--- src/design/spq_pkg.sv ---
// Package of the sorted priority queue: widths, codes and cell types.
// No dependencies.
package spq_pkg;

	localparam int CAPACITY = 16;
	localparam int DATA_W   = 32;
	localparam int COUNT_W  = 5;

	typedef enum logic {
		CMD_INSERT = 1'b0,
		CMD_REMOVE = 1'b1
	} cmd_t;

	typedef enum logic [1:0] {
		STATUS_OK    = 2'd0,
		STATUS_EMPTY = 2'd1,
		STATUS_FULL  = 2'd2
	} status_t;

	typedef struct packed {
		logic signed [DATA_W-1:0] prio;
		logic signed [DATA_W-1:0] value;
	} entry_t;

	typedef struct packed {
		logic   ins;
		logic   rem;
		entry_t item;
	} cell_ctl_t;

endpackage

--- src/design/sorted_priority_queue_unit.sv ---
// Sorted priority queue, lowest priority first, built as a row of cells.
// The result of an item is registered and appears in the cycle after it is accepted.
// One item per cycle unless stalled; cells compare and shift in the same clock.
// s_tready drops only while a result waits in the output register and m_tready is low.
// Reset clears the entry count and the output valid; slot contents are not reset.
module sorted_priority_queue_unit #(
	parameter int CAPACITY = spq_pkg::CAPACITY
) (
	input  logic        clk,
	input  logic        arst_n,
	input  logic        s_tvalid,
	output logic        s_tready,
	input  logic [63:0] s_tdata,  // item_value [31:0], item_priority [63:32]
	input  logic        s_tuser,  // cmd
	output logic        m_tvalid,
	input  logic        m_tready,
	output logic [39:0] m_tdata,  // removed_value [31:0], entry_count [36:32], zero fill
	output logic [1:0]  m_tuser   // status
);

	localparam int CNT_W = $clog2(CAPACITY + 1);

	logic [CNT_W-1:0]         count_q;
	logic                     out_valid_q;
	spq_pkg::status_t         out_status_q;
	logic [spq_pkg::DATA_W-1:0] out_removed_q;
	logic [spq_pkg::COUNT_W-1:0] out_count_q;

	logic                     accept;
	logic                     is_full;
	logic                     is_empty;
	spq_pkg::cell_ctl_t       ctl;
	spq_pkg::entry_t          entries [CAPACITY];
	logic                     le_flags [CAPACITY];
	logic [CNT_W-1:0]         count_next;
	spq_pkg::status_t         status_next;

	assign s_tready = !out_valid_q || m_tready;
	assign accept   = s_tvalid && s_tready;
	assign is_full  = (count_q == CNT_W'(CAPACITY));
	assign is_empty = (count_q == '0);

	assign ctl.item.value = s_tdata[31:0];
	assign ctl.item.prio  = s_tdata[63:32];
	assign ctl.ins = accept && (spq_pkg::cmd_t'(s_tuser) == spq_pkg::CMD_INSERT) && !is_full;
	assign ctl.rem = accept && (spq_pkg::cmd_t'(s_tuser) == spq_pkg::CMD_REMOVE) && !is_empty;

	for (genvar i = 0; i < CAPACITY; i++) begin : g_cell
		spq_cell u_cell (
			.clk        (clk),
			.ctl        (ctl),
			.occupied   (count_q > CNT_W'(i)),
			.left_le    ((i == 0) ? 1'b1 : le_flags[(i == 0) ? 0 : i - 1]),
			.left_entry ((i == 0) ? ctl.item : entries[(i == 0) ? 0 : i - 1]),
			.right_entry(entries[(i == CAPACITY - 1) ? i : i + 1]),
			.le         (le_flags[i]),
			.entry      (entries[i])
		);
	end

	always_comb begin
		count_next  = count_q;
		status_next = spq_pkg::STATUS_OK;
		unique case (spq_pkg::cmd_t'(s_tuser))
			spq_pkg::CMD_INSERT: begin
				if (is_full) begin
					status_next = spq_pkg::STATUS_FULL;
				end else begin
					count_next = count_q + CNT_W'(1);
				end
			end
			spq_pkg::CMD_REMOVE: begin
				if (is_empty) begin
					status_next = spq_pkg::STATUS_EMPTY;
				end else begin
					count_next = count_q - CNT_W'(1);
				end
			end
			default: begin
				count_next = count_q;
			end
		endcase
	end

	always_ff @(posedge clk or negedge arst_n) begin
		if (!arst_n) begin
			count_q     <= '0;
			out_valid_q <= 1'b0;
		end else begin
			if (accept) begin
				count_q     <= count_next;
				out_valid_q <= 1'b1;
			end else if (m_tready) begin
				out_valid_q <= 1'b0;
			end
		end
	end

	always_ff @(posedge clk) begin
		if (accept) begin
			out_status_q  <= status_next;
			out_removed_q <= ctl.rem ? entries[0].value : '0;
			out_count_q   <= spq_pkg::COUNT_W'(count_next);
		end
	end

	assign m_tvalid = out_valid_q;
	assign m_tuser  = out_status_q;
	assign m_tdata  = {3'b000, out_count_q, out_removed_q};

endmodule

--- src/design/spq_cell.sv ---
// One slot of the sorted row: holds an entry, compares it with an incoming key
// and takes the incoming entry or data from its left or right neighbor. Depends on spq_pkg.
module spq_cell (
	input  logic              clk,
	input  spq_pkg::cell_ctl_t ctl,
	input  logic              occupied,
	input  logic              left_le,
	input  spq_pkg::entry_t   left_entry,
	input  spq_pkg::entry_t   right_entry,
	output logic              le,
	output spq_pkg::entry_t   entry
);

	spq_pkg::entry_t entry_q;

	assign le    = occupied && (entry_q.prio <= ctl.item.prio);
	assign entry = entry_q;

	always_ff @(posedge clk) begin
		if (ctl.ins) begin
			if (!le) begin
				entry_q <= left_le ? ctl.item : left_entry;
			end
		end else if (ctl.rem) begin
			entry_q <= right_entry;
		end
	end

endmodule

--- config.mk ---
export PLATFORM = sky130hd
export DESIGN_NAME = sorted_priority_queue_unit
export DESIGN_NICKNAME = d
export VERILOG_FILES = /design/src/design/spq_pkg.sv /design/src/design/sorted_priority_queue_unit.sv /design/src/design/spq_cell.sv
export SDC_FILE = /design/constraint.sdc
export NUM_CORES = 2
export LEC_CHECK = 0
export ABC_AREA = 1
export BUFFER_PORTS_ARGS = -buffer_cell sky130_fd_sc_hd__clkbuf_2
export CORE_UTILIZATION = 47
export DETAILED_ROUTE_END_ITERATION = 6
export PLACE_DENSITY = 0.58
export SLEW_MARGIN = 20
export SYNTH_ARGS = -nofsm -noshare
export SYNTH_HDL_FRONTEND = slang
export SYNTH_SLANG_ARGS = --single-unit
--- constraint.sdc ---
create_clock -name clk -period 7.1 [get_ports clk]
set_clock_uncertainty 0.2 [all_clocks]
set_input_delay 1.42 -clock clk [delete_from_list [all_inputs] [get_ports clk]]
set_output_delay 1.42 -clock clk [all_outputs]
set_load 0.01 [all_outputs]
==> results.md <==
* Status: finished, final reports clean
* Placed Cells at 10873
* Unrepaired setup endpoints after global routing: no
* Share of total power in sequential cells at 37.7%
* Detailed Route WL at about 240000 µm
* Clk Latency, worst-skew pair at a little under 0.8 ns
* Slew margin rel. at 4.02%
* Overflow after GRT at 0
* Setup bufs post-CTS at 0
* H-tree Lvls at 4
* Reg-to-reg startpoint: g_cell[11].u_cell.entry[63]
* WL/cell at 21.5 µm
* Power, Total at 28.1 mW
* WP data required at around 7.4 ns
* Synth async-reset ratio at less than 1%
* PD cells at 373 nW/µm²
* Post-synth EDFFs at around 1100
* Sum Neg Setup Slack at 0 ns
* Non-Filler Instances at 11119
* P_sw at about 12 mW
* Initial antenna violation count at 8
* Clock buffer count from CTS at 132
* CTS tree: yes
* First-pass GRT wire length at approximately 360000 µm
* PnR worst setup slack at 1.32 ns
* # port buffers at 109
* Final setup fails at 0
* GP Congestion at slightly below 1
* DIE AREA at 149000 µm²
* Hold Path Depth at 2
* IO Count at 113
* Crit path DAT at roughly 6.1 ns
* R2R setup slack at 2.08 ns
* Root buf cell: clkbuf_16
* Post-cts resize count at 0
* Min Tclk post-route at 5.78 ns
* Std-Cell Rows at 140
* Worst Hold End: g_cell[14].u_cell.entry[23]
* Post-synthesis sequential area ratio at 46.1%
* Crit path kind: in -> reg
* Synth Flop Type: edfxtp_1
* Worst-Margin Slew at 1.44 ns
* Most common cell after layout, fill and taps aside: nand2_1
* Lkg Pwr at between 40 and 50 nW
* Ys Warns at 0
* R2R depth at 14
* Hold Startpoint: g_cell[15].u_cell.entry[23]
* Most frequent cells in the layout: nand2_1, inv_1, edfxtp_1, ha_1, a21oi_1
* Hold_buf cts at 0
* Clock share of power at between 20% and 30%
* Final Cycle Share at between 80% and 90%
* Fin area at 75400 µm²
* Hpwl dp at ~160000 µm
* Switching part of the total at 42.1%
* Unique cell type count in the Yosys netlist at 44
* Via/cell ratio at 5.37
* Clock slew at reported path FFs at 0.06 ns
* Most frequent CP cell: nand2_1
* Flops & latches, synth at around 1100
* Critical-path cell list: clkbuf_2, inv_1, ha_1, nand2_1, nor2_2, nand4_1, nor2_1, nand2_1, nand4_1, nand3_1, nand2_4, buf_4, buf_4, nand2_1, nand2_1, nand2_1
* Max cap viols at 0
* DR iter-0 viols at a little over 6000
* Largest net degree at the start of global routing at 211
* Mapped Area at between 60000 and 70000 µm²
* NumNets Final at between 9000 and 10000
* GRT Total Usage at a little under a third
* Initial core utilization at 47.5%
* Drt drc at 0
* Total core area at 146000 µm²
* Hold Crit Class: reg -> reg
* Synthesized area per cell at 7.59 µm²
* Clock buffer depth at 3
* Dpl cell area at 71100 µm²
* Internal cell power at 16.3 mW
* Number of routed nets with antenna violations at 0
* Maximum VDD drop at 0.000351 V
* Syn Inst Count at 9154
* Crit. End Element: flop
* Setup Slack @ Placement at 0.740 ns
* Startpoint types: input port
* Pre-antenna DRT Iters at 5
* Crit-path slowest cell: buf_4
* Comb pwr share at 38.0%
* Sink Count at 1069
* Vias in the first global route at roughly 56000
* Crit-path max cell delay at around 0.66 ns
* Reg-to-reg endpoint: g_cell[12].u_cell.entry[21]
* Area growth syn-to-layout at 8.47%
* Via count at 59761
* Die width at 387 µm
* Ratio of cells with drive above 1 in the final layout at 6.32%
* F_max at 173 MHz
* Final Max Slew Viols at 0
* Critical path peak fanout at 34
* Die height at 387 µm
* Final hold vios at 0
-- critical path, delay by kind of cell --
kind          cells  cell delay (ns)
fa+ha+maj         1             0.34
buf+inv           4             1.79
simple gates     11             2.50
-- how the worst max path moves through the flow --
stage,start,end,slack [ns],cells past startpoint
2_1_floorplan,s_tdata[63],g_cell[15].u_cell.entry[0],0.49,12
3_3_place_gp,s_tdata[56],g_cell[11].u_cell.entry[59],0.79,14
3_5_place_dp,s_tdata[63],g_cell[11].u_cell.entry[58],0.74,14
4_1_cts,s_tdata[63],g_cell[11].u_cell.entry[58],1.55,14
5_1_grt,s_tdata[63],g_cell[12].u_cell.entry[21],1.37,16
6_report,s_tdata[63],g_cell[12].u_cell.entry[21],1.32,16
-- power groups by stage --
stage | sequential [mW] | clock (mW) | combinational (mW)
2_1_floorplan | 10.3 | 0 | 6.98
3_3_place_gp | 10.7 | 0 | 10.3
3_5_place_dp | 10.7 | 0 | 10.5
4_1_cts | 10.6 | 6.91 | 10.5
5_1_grt | 10.7 | 7.10 | 11.8
6_report | 10.6 | 6.83 | 10.7
-- Yosys cell counts (all sizes together) (2+ instances only) --
cell type / count / area [µm²]
nand2: 5286 / 20200
inv: 1092 / 4100
edfxtp: 1063 / 31900
ha: 517 / 6470
buf: 341 / 2400
a21oi: 232 / 1160
nor2: 186 / 732
nand3: 128 / 656
o21ai: 107 / 536
clkbuf: 65 / 244
nand4: 46 / 288
o21a: 32 / 240
a21o: 17 / 128
nor4: 7 / 81.3
dfrtp: 6 / 150
o21bai: 6 / 45.0
nor3: 5 / 35.0
o211ai: 4 / 30.0
and3: 2 / 12.5
nand3b: 2 / 15.0
-- per-layer routing --
| metal | track usage, % | routed length (µm) |
|---|---|---|
| met1 | 43.8 | 102000 |
| met2 | 50.0 | 107000 |
| met4 | 13.1 | 10300 |
| met3 | 4.25 | 20000 |
| met5 | 0 | 13 |
-- flip-flops by register name, summed over array words and instances, names as in the netlist --
register             count
m_tvalid                 1
g_cell.u_cell.entry   1024
m_tuser                  2
count_q                  5
out_removed_q           32
out_count_q              5
-- cell families (layout without fill, tap and decap cells) --
family,after synthesis,after routing,synth area share (%)
and+or+nand+nor,5663,5663,31.7
buffers and inverters,1498,1540,9.70
DFF,1069,1069,46.1
adders and majority gates,517,517,9.31
AOI/OAI and AO/OA,404,404,3.14
xor gates and xnor gates,2,2,0.0252
other,1,7,0.00540
-- per-stage QoR --
stage	utilization [%]	hold slack, ns
2_1_floorplan	-	0.294
3_3_place_gp	48.6	0.297
5_1_grt	51.5	0.298
6_report	51.5	0.306
4_1_cts	51.5	0.273
3_5_place_dp	48.6	0.303
-- final cells by class --
cell class	instances	area, µm²
fill	14197	70900
sequential	1069	32100
multi-input combinational	6589	31100
inverter	1092	4110
clock buffer	163	3490
tap	1917	2400
timing repair buffer	207	1480
clock inverter	78	759
antenna	4	10.0
(Power assumes the default switching activity.)
